<file path="config.mk">
export PLATFORM = sky130hd
export DESIGN_NAME = md5_message_digest_top_flat
export DESIGN_NICKNAME = d
export VERILOG_FILES = /design/src/design/md5_pkg.sv /design/src/design/md5_if.sv /design/src/design/md5_ram.sv /design/src/design/md5_message_digest_top.sv /design/src/flat_wrapper.sv
export SDC_FILE = /design/constraint.sdc
export NUM_CORES = 2
export LEC_CHECK = 0
export ABC_CLOCK_PERIOD_IN_PS = 6700
export CORE_MARGIN = 2
export CORE_UTILIZATION = 59
export DETAILED_ROUTE_END_ITERATION = 10
export DONT_BUFFER_PORTS = 1
export GPL_TIMING_DRIVEN = 0
export PLACE_DENSITY_LB_ADDON = 0.2
export RECOVER_POWER = 50
export SETUP_SLACK_MARGIN = 0.05
export SLEW_MARGIN = 20
export SYNTH_ARGS = -nofsm -noshare
export SYNTH_HDL_FRONTEND = slang
export SYNTH_SLANG_ARGS = --single-unit
</file>
<file path="constraint.sdc">
create_clock -name i_clk -period 6.7 [get_ports i_clk]
set_input_delay 0.335 -clock i_clk [delete_from_list [all_inputs] [get_ports i_clk]]
set_output_delay 0.335 -clock i_clk [all_outputs]
set_load 0.02 [all_outputs]
</file>
<file path="src/design/md5_pkg.sv">
// md5 digest package: codes, widths, round tables and round helper functions
`timescale 1ns / 1ps

package md5_pkg;

    localparam int WORD_W   = 32;
    localparam int BYTE_W   = 8;
    localparam int WORDS    = 16;
    localparam int WADDR_W  = 4;
    localparam int ROUNDS   = 64;
    localparam int ROUND_W  = 6;
    localparam int FILL_W   = 6;
    localparam int LEN_W    = 61;
    localparam int IDX_W    = 2;

    // item codes
    localparam logic MODE_ABSORB = 1'b0;
    localparam logic MODE_FINISH = 1'b1;

    // word positions of the length field in the last block
    localparam logic [WADDR_W-1:0] LEN_LO_WORD = 4'd14;
    localparam logic [WADDR_W-1:0] LEN_HI_WORD = 4'd15;
    localparam logic [WADDR_W-1:0] LAST_WORD   = 4'd15;
    localparam logic [IDX_W-1:0]   LAST_INDEX  = 2'd3;
    localparam logic [FILL_W-1:0]  FILL_FULL   = 6'd63;
    localparam logic [FILL_W-1:0]  LEN_START   = 6'd56;
    localparam logic [ROUND_W-1:0] LAST_ROUND  = 6'd63;
    localparam logic [BYTE_W-1:0]  PAD_BYTE    = 8'h80;

    localparam logic [WORD_W-1:0] IV_A = 32'h67452301;
    localparam logic [WORD_W-1:0] IV_B = 32'hefcdab89;
    localparam logic [WORD_W-1:0] IV_C = 32'h98badcfe;
    localparam logic [WORD_W-1:0] IV_D = 32'h10325476;

    localparam logic [WORD_W-1:0] SINE_TAB [ROUNDS] = '{
        32'hd76aa478, 32'he8c7b756, 32'h242070db, 32'hc1bdceee,
        32'hf57c0faf, 32'h4787c62a, 32'ha8304613, 32'hfd469501,
        32'h698098d8, 32'h8b44f7af, 32'hffff5bb1, 32'h895cd7be,
        32'h6b901122, 32'hfd987193, 32'ha679438e, 32'h49b40821,
        32'hf61e2562, 32'hc040b340, 32'h265e5a51, 32'he9b6c7aa,
        32'hd62f105d, 32'h02441453, 32'hd8a1e681, 32'he7d3fbc8,
        32'h21e1cde6, 32'hc33707d6, 32'hf4d50d87, 32'h455a14ed,
        32'ha9e3e905, 32'hfcefa3f8, 32'h676f02d9, 32'h8d2a4c8a,
        32'hfffa3942, 32'h8771f681, 32'h6d9d6122, 32'hfde5380c,
        32'ha4beea44, 32'h4bdecfa9, 32'hf6bb4b60, 32'hbebfbc70,
        32'h289b7ec6, 32'heaa127fa, 32'hd4ef3085, 32'h04881d05,
        32'hd9d4d039, 32'he6db99e5, 32'h1fa27cf8, 32'hc4ac5665,
        32'hf4292244, 32'h432aff97, 32'hab9423a7, 32'hfc93a039,
        32'h655b59c3, 32'h8f0ccc92, 32'hffeff47d, 32'h85845dd1,
        32'h6fa87e4f, 32'hfe2ce6e0, 32'ha3014314, 32'h4e0811a1,
        32'hf7537e82, 32'hbd3af235, 32'h2ad7d2bb, 32'heb86d391
    };

    typedef enum logic [6:0] {
        S_IDLE  = 7'b0000001,
        S_PAD   = 7'b0000010,
        S_LOAD  = 7'b0000100,
        S_RND_A = 7'b0001000,
        S_RND_B = 7'b0010000,
        S_FOLD  = 7'b0100000,
        S_OUT   = 7'b1000000
    } t_state;

    // message word used by a round
    function automatic logic [WADDR_W-1:0] f_sel(input logic [ROUND_W-1:0] round);
        logic [7:0] x;
        case (round[5:4])
            2'd0:    x = {2'b00, round};
            2'd1:    x = 8'({2'b00, round} * 8'd5 + 8'd1);
            2'd2:    x = 8'({2'b00, round} * 8'd3 + 8'd5);
            2'd3:    x = 8'({2'b00, round} * 8'd7);
            default: x = 8'd0;
        endcase
        return x[WADDR_W-1:0];
    endfunction

    function automatic logic [4:0] f_rot(input logic [ROUND_W-1:0] round);
        logic [4:0] s;
        case ({round[5:4], round[1:0]})
            4'h0:    s = 5'd7;
            4'h1:    s = 5'd12;
            4'h2:    s = 5'd17;
            4'h3:    s = 5'd22;
            4'h4:    s = 5'd5;
            4'h5:    s = 5'd9;
            4'h6:    s = 5'd14;
            4'h7:    s = 5'd20;
            4'h8:    s = 5'd4;
            4'h9:    s = 5'd11;
            4'ha:    s = 5'd16;
            4'hb:    s = 5'd23;
            4'hc:    s = 5'd6;
            4'hd:    s = 5'd10;
            4'he:    s = 5'd15;
            4'hf:    s = 5'd21;
            default: s = 5'd0;
        endcase
        return s;
    endfunction

    function automatic logic [WORD_W-1:0] f_mix(input logic [1:0] grp,
                                                input logic [WORD_W-1:0] b,
                                                input logic [WORD_W-1:0] c,
                                                input logic [WORD_W-1:0] d);
        logic [WORD_W-1:0] m;
        case (grp)
            2'd0:    m = (b & c) | (~b & d);
            2'd1:    m = (d & b) | (~d & c);
            2'd2:    m = b ^ c ^ d;
            2'd3:    m = c ^ (b | ~d);
            default: m = '0;
        endcase
        return m;
    endfunction

endpackage

</file>
<file path="src/design/md5_if.sv">
// request channel interfaces for the md5 digest block
`timescale 1ns / 1ps

interface md5_in_if;
    import md5_pkg::*;
    logic              valid;
    logic              ready;
    logic              mode;
    logic [BYTE_W-1:0] data_byte;

    modport source (output valid, output mode, output data_byte, input ready);
    modport sink   (input valid, input mode, input data_byte, output ready);
endinterface

interface md5_out_if;
    import md5_pkg::*;
    logic              valid;
    logic              ready;
    logic [WORD_W-1:0] digest_word;
    logic [IDX_W-1:0]  word_index;
    logic              result_last;

    modport source (output valid, output digest_word, output word_index,
                    output result_last, input ready);
    modport sink   (input valid, input digest_word, input word_index,
                    input result_last, output ready);
endinterface

</file>
<file path="src/design/md5_ram.sv">
// generic single write port ram with registered read
`timescale 1ns / 1ps

module md5_ram #(
    parameter int WIDTH = 32,
    parameter int DEPTH = 16
) (
    input  logic                     i_clk,
    input  logic                     i_we,
    input  logic [$clog2(DEPTH)-1:0] i_waddr,
    input  logic [WIDTH-1:0]         i_wdata,
    input  logic [$clog2(DEPTH)-1:0] i_raddr,
    output logic [WIDTH-1:0]         o_rdata
);

    logic [WIDTH-1:0] r_mem [DEPTH];
    logic [WIDTH-1:0] r_rdata;

    always_ff @(posedge i_clk) begin
        if (i_we) begin
            r_mem[i_waddr] <= i_wdata;
        end
        r_rdata <= r_mem[i_raddr];
    end

    assign o_rdata = r_rdata;

endmodule

</file>
<file path="src/design/md5_message_digest_top.sv">
// md5 digest top level: byte packing, padding sequencer and iterative round unit
//
//  channel | dir | fields                                   | accepted when
//  i_in    | in  | mode, data_byte                          | valid & ready
//  o_out   | out | digest_word, word_index, result_last     | valid & ready
//
// an absorb is accepted while idle; the byte that fills a block holds ready low through
// one load, 64 rounds (S_RND_A then S_RND_B each) through the shared round unit, and one fold
// a finish writes 16 - (fill / 4) padding words, compresses, repeats once with
// 16 more padding words when fewer than 9 bytes were free, then shows four words
// sync active-low reset restores the initial chaining words and clears the counters
// ready stays low from a finish until the last digest word is taken
`timescale 1ns / 1ps

module md5_message_digest_top (
    input  logic      i_clk,
    input  logic      i_rst_n,
    md5_in_if.sink    i_in,
    md5_out_if.source o_out
);
    import md5_pkg::*;

    t_state                r_state, n_state;
    logic [FILL_W-1:0]     r_fill;
    logic [LEN_W-1:0]      r_msg;
    logic [WORD_W-1:0]     r_chain [4];
    logic [23:0]           r_acc;
    logic [WORD_W-1:0]     r_a, r_b, r_c, r_d, r_t;
    logic [ROUND_W-1:0]    r_round;
    logic [WADDR_W-1:0]    r_widx;
    logic                  r_mark;
    logic                  r_len_blk;
    logic                  r_fin;
    logic [IDX_W-1:0]      r_oidx;

    logic                  in_acc;
    logic                  out_acc;
    logic                  ram_we;
    logic [WADDR_W-1:0]    ram_waddr;
    logic [WORD_W-1:0]     ram_wdata;
    logic [WADDR_W-1:0]    ram_raddr;
    logic [WORD_W-1:0]     ram_rdata;
    logic [WORD_W-1:0]     mark_word;
    logic [63:0]           bit_len;
    logic [63:0]           rot_dbl;
    logic [ROUND_W-1:0]    next_round;

    assign in_acc     = i_in.valid & i_in.ready;
    assign out_acc    = o_out.valid & o_out.ready;
    assign bit_len    = {r_msg, 3'b000};
    assign next_round = r_round + 1'b1;
    assign rot_dbl    = {r_t, r_t} << f_rot(r_round);

    assign i_in.ready        = (r_state == S_IDLE);
    assign o_out.valid       = (r_state == S_OUT);
    assign o_out.digest_word = r_chain[r_oidx];
    assign o_out.word_index  = r_oidx;
    assign o_out.result_last = (r_oidx == LAST_INDEX);

    // word holding the 0x80 marker after the bytes already packed
    always_comb begin
        case (r_fill[1:0])
            2'd0:    mark_word = {24'h0, PAD_BYTE};
            2'd1:    mark_word = {16'h0, PAD_BYTE, r_acc[7:0]};
            2'd2:    mark_word = {8'h0, PAD_BYTE, r_acc[15:0]};
            2'd3:    mark_word = {PAD_BYTE, r_acc[23:0]};
            default: mark_word = '0;
        endcase
    end

    always_comb begin
        ram_we    = 1'b0;
        ram_waddr = r_widx;
        ram_wdata = '0;
        case (r_state)
            S_IDLE: begin
                ram_we    = in_acc && (i_in.mode == MODE_ABSORB) && (r_fill[1:0] == 2'd3);
                ram_waddr = r_fill[5:2];
                ram_wdata = {i_in.data_byte, r_acc};
            end
            S_PAD: begin
                ram_we = 1'b1;
                if (r_mark) begin
                    ram_wdata = mark_word;
                end else if (r_len_blk && r_widx == LEN_LO_WORD) begin
                    ram_wdata = bit_len[31:0];
                end else if (r_len_blk && r_widx == LEN_HI_WORD) begin
                    ram_wdata = bit_len[63:32];
                end
            end
            default: begin
                ram_we = 1'b0;
            end
        endcase
    end

    // prefetch the message word of the next round
    assign ram_raddr = (r_state == S_LOAD) ? f_sel('0) : f_sel(next_round);

    md5_ram #(
        .WIDTH (WORD_W),
        .DEPTH (WORDS)
    ) u_buf (
        .i_clk   (i_clk),
        .i_we    (ram_we),
        .i_waddr (ram_waddr),
        .i_wdata (ram_wdata),
        .i_raddr (ram_raddr),
        .o_rdata (ram_rdata)
    );

    always_comb begin
        n_state = r_state;
        case (r_state)
            S_IDLE: begin
                if (in_acc) begin
                    if (i_in.mode == MODE_FINISH) begin
                        n_state = S_PAD;
                    end else if (r_fill == FILL_FULL) begin
                        n_state = S_LOAD;
                    end
                end
            end
            S_PAD: begin
                if (r_widx == LAST_WORD) begin
                    n_state = S_LOAD;
                end
            end
            S_LOAD:  n_state = S_RND_A;
            S_RND_A: n_state = S_RND_B;
            S_RND_B: begin
                n_state = (r_round == LAST_ROUND) ? S_FOLD : S_RND_A;
            end
            S_FOLD: begin
                if (!r_fin) begin
                    n_state = S_IDLE;
                end else if (r_len_blk) begin
                    n_state = S_OUT;
                end else begin
                    n_state = S_PAD;
                end
            end
            S_OUT: begin
                if (out_acc && r_oidx == LAST_INDEX) begin
                    n_state = S_IDLE;
                end
            end
            default: n_state = S_IDLE;
        endcase
    end

    always_ff @(posedge i_clk) begin
        if (!i_rst_n) begin
            r_state    <= S_IDLE;
            r_fill     <= '0;
            r_msg      <= '0;
            r_fin      <= 1'b0;
            r_oidx     <= '0;
            r_chain[0] <= IV_A;
            r_chain[1] <= IV_B;
            r_chain[2] <= IV_C;
            r_chain[3] <= IV_D;
        end else begin
            r_state <= n_state;
            case (r_state)
                S_IDLE: begin
                    if (in_acc && i_in.mode == MODE_ABSORB) begin
                        r_fill <= r_fill + 1'b1;
                        r_msg  <= r_msg + 1'b1;
                        r_fin  <= 1'b0;
                    end else if (in_acc) begin
                        r_fin <= 1'b1;
                    end
                end
                S_FOLD: begin
                    r_chain[0] <= r_chain[0] + r_a;
                    r_chain[1] <= r_chain[1] + r_b;
                    r_chain[2] <= r_chain[2] + r_c;
                    r_chain[3] <= r_chain[3] + r_d;
                end
                S_OUT: begin
                    if (out_acc) begin
                        r_oidx <= r_oidx + 1'b1;
                        if (r_oidx == LAST_INDEX) begin
                            r_fill     <= '0;
                            r_msg      <= '0;
                            r_fin      <= 1'b0;
                            r_chain[0] <= IV_A;
                            r_chain[1] <= IV_B;
                            r_chain[2] <= IV_C;
                            r_chain[3] <= IV_D;
                        end
                    end
                end
                default: begin
                    r_fin <= r_fin;
                end
            endcase
        end
    end

    // datapath registers, no reset needed
    always_ff @(posedge i_clk) begin
        case (r_state)
            S_IDLE: begin
                if (in_acc && i_in.mode == MODE_ABSORB) begin
                    case (r_fill[1:0])
                        2'd0:    r_acc[7:0]   <= i_in.data_byte;
                        2'd1:    r_acc[15:8]  <= i_in.data_byte;
                        2'd2:    r_acc[23:16] <= i_in.data_byte;
                        default: r_acc        <= r_acc;
                    endcase
                end else if (in_acc) begin
                    r_widx    <= r_fill[5:2];
                    r_mark    <= 1'b1;
                    // marker and length fit when at most 55 bytes are buffered
                    r_len_blk <= (r_fill < LEN_START);
                end
            end
            S_PAD: begin
                r_mark <= 1'b0;
                r_widx <= r_widx + 1'b1;
            end
            S_LOAD: begin
                r_a     <= r_chain[0];
                r_b     <= r_chain[1];
                r_c     <= r_chain[2];
                r_d     <= r_chain[3];
                r_round <= '0;
            end
            S_RND_A: begin
                r_t <= f_mix(r_round[5:4], r_b, r_c, r_d) + r_a
                       + SINE_TAB[r_round] + ram_rdata;
            end
            S_RND_B: begin
                r_a     <= r_d;
                r_d     <= r_c;
                r_c     <= r_b;
                r_b     <= r_b + rot_dbl[63:32];
                r_round <= next_round;
            end
            S_FOLD: begin
                // second padding block starts from word zero with the length
                r_widx    <= '0;
                r_mark    <= 1'b0;
                r_len_blk <= 1'b1;
            end
            default: begin
                r_t <= r_t;
            end
        endcase
    end

endmodule

</file>
<file path="src/flat_wrapper.sv">
// flat-port wrapper written by rule: the top's interface ports become plain ports
module md5_message_digest_top_flat import md5_pkg::*;
  (i_clk, i_rst_n, i_in_valid, i_in_mode, i_in_data_byte, i_in_ready, o_out_valid, o_out_digest_word, o_out_word_index, o_out_result_last, o_out_ready);
  md5_in_if i_in_i ();
  md5_out_if o_out_i ();
  input  logic i_clk;
  input  logic i_rst_n;
  input wire logic [$bits(i_in_i.valid)-1:0] i_in_valid;
  input wire logic [$bits(i_in_i.mode)-1:0] i_in_mode;
  input wire logic [$bits(i_in_i.data_byte)-1:0] i_in_data_byte;
  output wire logic [$bits(i_in_i.ready)-1:0] i_in_ready;
  output wire logic [$bits(o_out_i.valid)-1:0] o_out_valid;
  output wire logic [$bits(o_out_i.digest_word)-1:0] o_out_digest_word;
  output wire logic [$bits(o_out_i.word_index)-1:0] o_out_word_index;
  output wire logic [$bits(o_out_i.result_last)-1:0] o_out_result_last;
  input wire logic [$bits(o_out_i.ready)-1:0] o_out_ready;
  assign i_in_i.valid = i_in_valid;
  assign i_in_i.mode = i_in_mode;
  assign i_in_i.data_byte = i_in_data_byte;
  assign i_in_ready = i_in_i.ready;
  assign o_out_valid = o_out_i.valid;
  assign o_out_digest_word = o_out_i.digest_word;
  assign o_out_word_index = o_out_i.word_index;
  assign o_out_result_last = o_out_i.result_last;
  assign o_out_i.ready = o_out_ready;
  md5_message_digest_top u_core (.i_clk(i_clk), .i_rst_n(i_rst_n), .i_in(i_in_i), .o_out(o_out_i));
endmodule
</file>
==> results.ini <==
[worst_setup_path]
critical_path.endpoint_type = flop
rrSetupSlack_ps = 140
reg2regPathDepth = 25
setup.worst_path.class = reg2reg
timing.critical_path.slowest_stage_cell = mux4_2
critical-path-max-stage-delay_ps = 600
category_of_the_worst_setup_path_launch_point = flop
r2r-start = u_core.r_round[0]$_DFFE_PN_
cp_data_required_time_ps = 7170
r2r-end = u_core.r_t[29]$_DFFE_PP_
timing.critical_path.arrival_ps = 7030
timing.critical_path.fanout_max = 10

[synthesis]
synth_enable_flop_cells = 772
synth_simple_gate_area_share_pct = 15.36
post_synth_mux_area_share_pct = 4.324
yosysWarningCount = 0
postSynthNetCount = 5819
synth.cell_area_mm2 = 0.05510
synthArstFlopShare_pct = 0
synth_xor_area_share_pct = 4.181
synth_compound_area_share_pct = 16.33
syn_avg_cell_area_um2 = 9.996
post-synth-top-area-fraction_pct = 42.07
synth_top_family_by_area = compound AO/OA/AOI/OAI gates
post_synth_inst_count = 5512
synth-seq-cells = 952
synthFlopType = edfxtp_1
sequential_element_share_of_the_synthesized_area_pct = 48.61
synth_top_cell_by_area = edfxtp_1
synth_area_in_adders_pct = 7.589
synth_cell_types = 85
synth_top_cells_by_area = edfxtp_1 42%, nand2_1 6.7%, dfxtp_1 6.5%

[pwr]
power_leakage_uw = 0.02279
internal_power_uw = 14360
total_power_uw = 25320
net_switching_power_of_the_design_uw = 10960
share_clk_of_total_power_pct = 21.7
ir_drop_uv = 440.6
power_density_mw_per_mm2 = 414.1
power_frac_seq_pct = 30.6
power.combinational.fraction_pct = 47.7
switching_share_pct = 43.30

[floorplan]
horizontal_extent_of_the_die_um = 309.6
io_pins = 50
rows = 112
core_area_mm2 = 0.09291
die_height_um = 309.6
initial_utilization_pct = 59.30
die_area_mm2 = 0.09585

[clock_network]
clock-sinks = 952
cts_tree = built
cts-htree-levels = 3
cts_root_buffer = clkbuf_16
clock_latency_ps = 760
number_of_cts_inserted_buffers = 96
ctsLongestPathBuffers = 3
clkSlewWorstSetupHoldPaths_ps = 80

[final_layout]
post_route_cells_drive_above_1_share_pct = 7.559
layout.filler_cells = 7325
final_nets = 5993
area.growth.synth_to_final_pct = 10.95

[detailed_routing]
first_iter_violations = 5967
detailroute.via_count = 46940
dr.pass1.iters = 8
wire_per_inst_um = 29.23
avgViaCountPerCell = 6.678
drc = 0
antenna_violation_net_count_after_detailed_routing = 0
totalWireLength_um = 205500

[min_path]
hold_path.class = in2reg
worstHoldEndpoint = u_core.r_state[2]$_SDFFE_PN0P_
whs_path_depth = 5
hold_path_startpoint = i_in_mode

[place]
io_buffer_count = 0
setup_slack_after_placement_ps = -2377
final_weighted_congestion_in_routability_driven_placement = 1.053
hpwl_um = 149800

[timing]
worst-slew-pin-transition_ps = 2586
final-setup-viol-count = 0
final_min_period_over_clock_period_pct = 97.88
fin_skew_ps = 93.91
final_max_slew_viol_count = 158
timing.max_slew.rel_slack_pct = -72.39
fmax_ghz = 0.1525
fin_ws_ps = 141.7
setup_total_negative_slack_ps = 0
final_hold_viol_count = 0
min_period_ps = 6558
rsz_0062_raised_after_global_routing = yes

[job]
drv.max_cap_violation_count = 9

[grt]
first_global_vias = 44030
gr-usage-all-layers_pct = 42.13
pin_count_of_the_biggest_net_entering_global_routing = 88
wire_length_of_the_first_global_routing_pass_um = 291900
global_route.overflow_total = 0
grt_antenna_before_repair = 13

[run_status]
violations = capacitance limit, slew limit
run_status = finished, violations left

[power by group through the flow]
stage / combinational [µW] / clock [µW] / sequential [µW]
after floorplan: 7160 / 0 / 7680
after global routing: 12800 / 5680 / 7760
final: 12100 / 5490 / 7750
after global placement: 11000 / 0 / 7900
after CTS: 11700 / 5450 / 7700
after detailed placement: 11400 / 0 / 7830
[layer usage]
layer  vias up  share of wire [%]  GRT usage [%]  wire length, µm
li1      20570                  -              -                -
met1     22620                 36          51.37            73710
met2      3038                 46          66.81            93580
met3       714                 11          10.13            22250
met4         2                7.7          28.08            15910
met5         -             0.0063              0               13
[cell type report]
type / count / area [µm²] / area share, %
Antenna cell: 7 / 17.52 / 0.02865
Buffer: 316 / 1379 / 2.256
Clock buffer: 124 / 2589 / 4.235
Clock inverter: 56 / 583.1 / 0.9538
Inverter: 208 / 804.5 / 1.316
Multi-Input combinational cell: 4033 / 26620 / 43.54
Sequential cell: 952 / 26790 / 43.82
Tap cell: 1254 / 1569 / 2.567
Timing Repair Buffer: 79 / 788.3 / 1.289
[cell usage after synthesis (all sizes together), types with 17 or more instances]
library cell	number
a22oi	59
nand2b	36
a311oi	76
a21o	76
a21oi	391
buf	36
and3	170
a211oi	192
o211ai	20
a31oi	125
clkbuf	283
nand3	89
xor2	148
nor2b	38
dfxtp	180
o21bai	18
xnor2	115
nor3	121
fa	67
o21a	27
ha	227
nand2	981
o21ai	315
nand4	23
mux2i	49
inv	204
o31ai	19
mux4	74
and2	17
mux2	20
nor2	359
edfxtp	772
or3	20
[through the flow]
stage / area [µm²] / util [%] / hold slack, ps / cells
after floorplan: 55100 / - / 406.8 / 5512
after global placement: 56670 / 60.99 / 420.2 / 6766
after detailed placement: 57550 / 61.94 / 419.6 / 6808
after CTS: 61290 / 65.97 / 5.430 / 7019
after global routing: 61120 / 65.78 / 104.7 / 7023
final: 61130 / 65.80 / 85.82 / 7029
[repair_timing]
action / 4_1_cts / 5_1_grt
pin swaps: 6 / 7
gates resized for setup: 120 / 79
hold endpoints to repair: 79 / 0
hold buffers: 14 / 0
gates cloned: 0 / 0
setup buffers: 19 / 3
setup endpoints to repair: 36 / 15
[worst max-delay path: cells and delay by family, from the launching register on]
kind                     cells  cell delay (ps)
AO/OA/AOI/OAI                9             2110
multiplexers                 1              600
buffers and inverters        5              620
flip-flops                   1              410
AND/OR/NAND/NOR              5              790
XOR/XNOR                     1               80
adder cells (fa/ha/maj)      4             1680
[worst max-delay path by stage]
stage / start / endpoint / cells after the start
2_1_floorplan: u_core.r_round[0]$_DFFE_PN_ / u_core.r_t[29]$_DFFE_PP_ / 25
3_3_place_gp: u_core.r_round[0]$_DFFE_PN_ / u_core.r_t[29]$_DFFE_PP_ / 23
6_report: u_core.r_round[0]$_DFFE_PN_ / u_core.r_t[29]$_DFFE_PP_ / 25
3_5_place_dp: u_core.r_round[0]$_DFFE_PN_ / u_core.r_t[29]$_DFFE_PP_ / 23
5_1_grt: u_core.r_round[0]$_DFFE_PN_ / u_core.r_t[29]$_DFFE_PP_ / 25
4_1_cts: u_core.r_round[0]$_DFFE_PN_ / u_core.r_t[29]$_DFFE_PP_ / 26
[kinds of logic after synthesis]
| kind of cell | after synthesis |
|---|---|
| simple gates | 1907 |
| compound gates | 1426 |
| flops | 952 |
| buf+inv | 527 |
| fa+ha+maj | 294 |
| xor+xnor | 263 |
| mux | 143 |
[flip-flops by register name, indices dropped and copies added, names as in the netlist, 2 cells and up, named ones only]
register                 cells
u_core.r_a                  32
u_core.r_round               6
u_core.r_d                  32
u_core.o_out.word_index      2
u_core.r_msg                61
u_core.r_t                  32
u_core.r_widx                4
u_core.u_buf.o_rdata        32
u_core.r_b                  32
u_core.r_state               7
u_core.r_chain             128
u_core.r_fill                6
u_core.r_acc                24
u_core.u_buf.r_mem         512
u_core.r_c                  32
[placed cells by master (no fill, tap or decap), drive strengths merged, types with 23 or more instances in the layout]
cell type / instances
o21ai: 315
nor2b: 38
a21oi: 391
clkbuf: 428
o21a: 27
buf: 76
and3: 170
a31oi: 125
xor2: 148
a211oi: 192
nand4: 23
nand2b: 36
a21o: 76
nor3: 121
mux2i: 49
nor2: 359
nand2: 981
fa: 67
xnor2: 115
mux4: 74
a22oi: 59
clkinv: 46
nand3: 89
a311oi: 76
edfxtp: 772
dfxtp: 180
inv: 205
ha: 227
No activity file was read; power rests on OpenSTA's default activity.
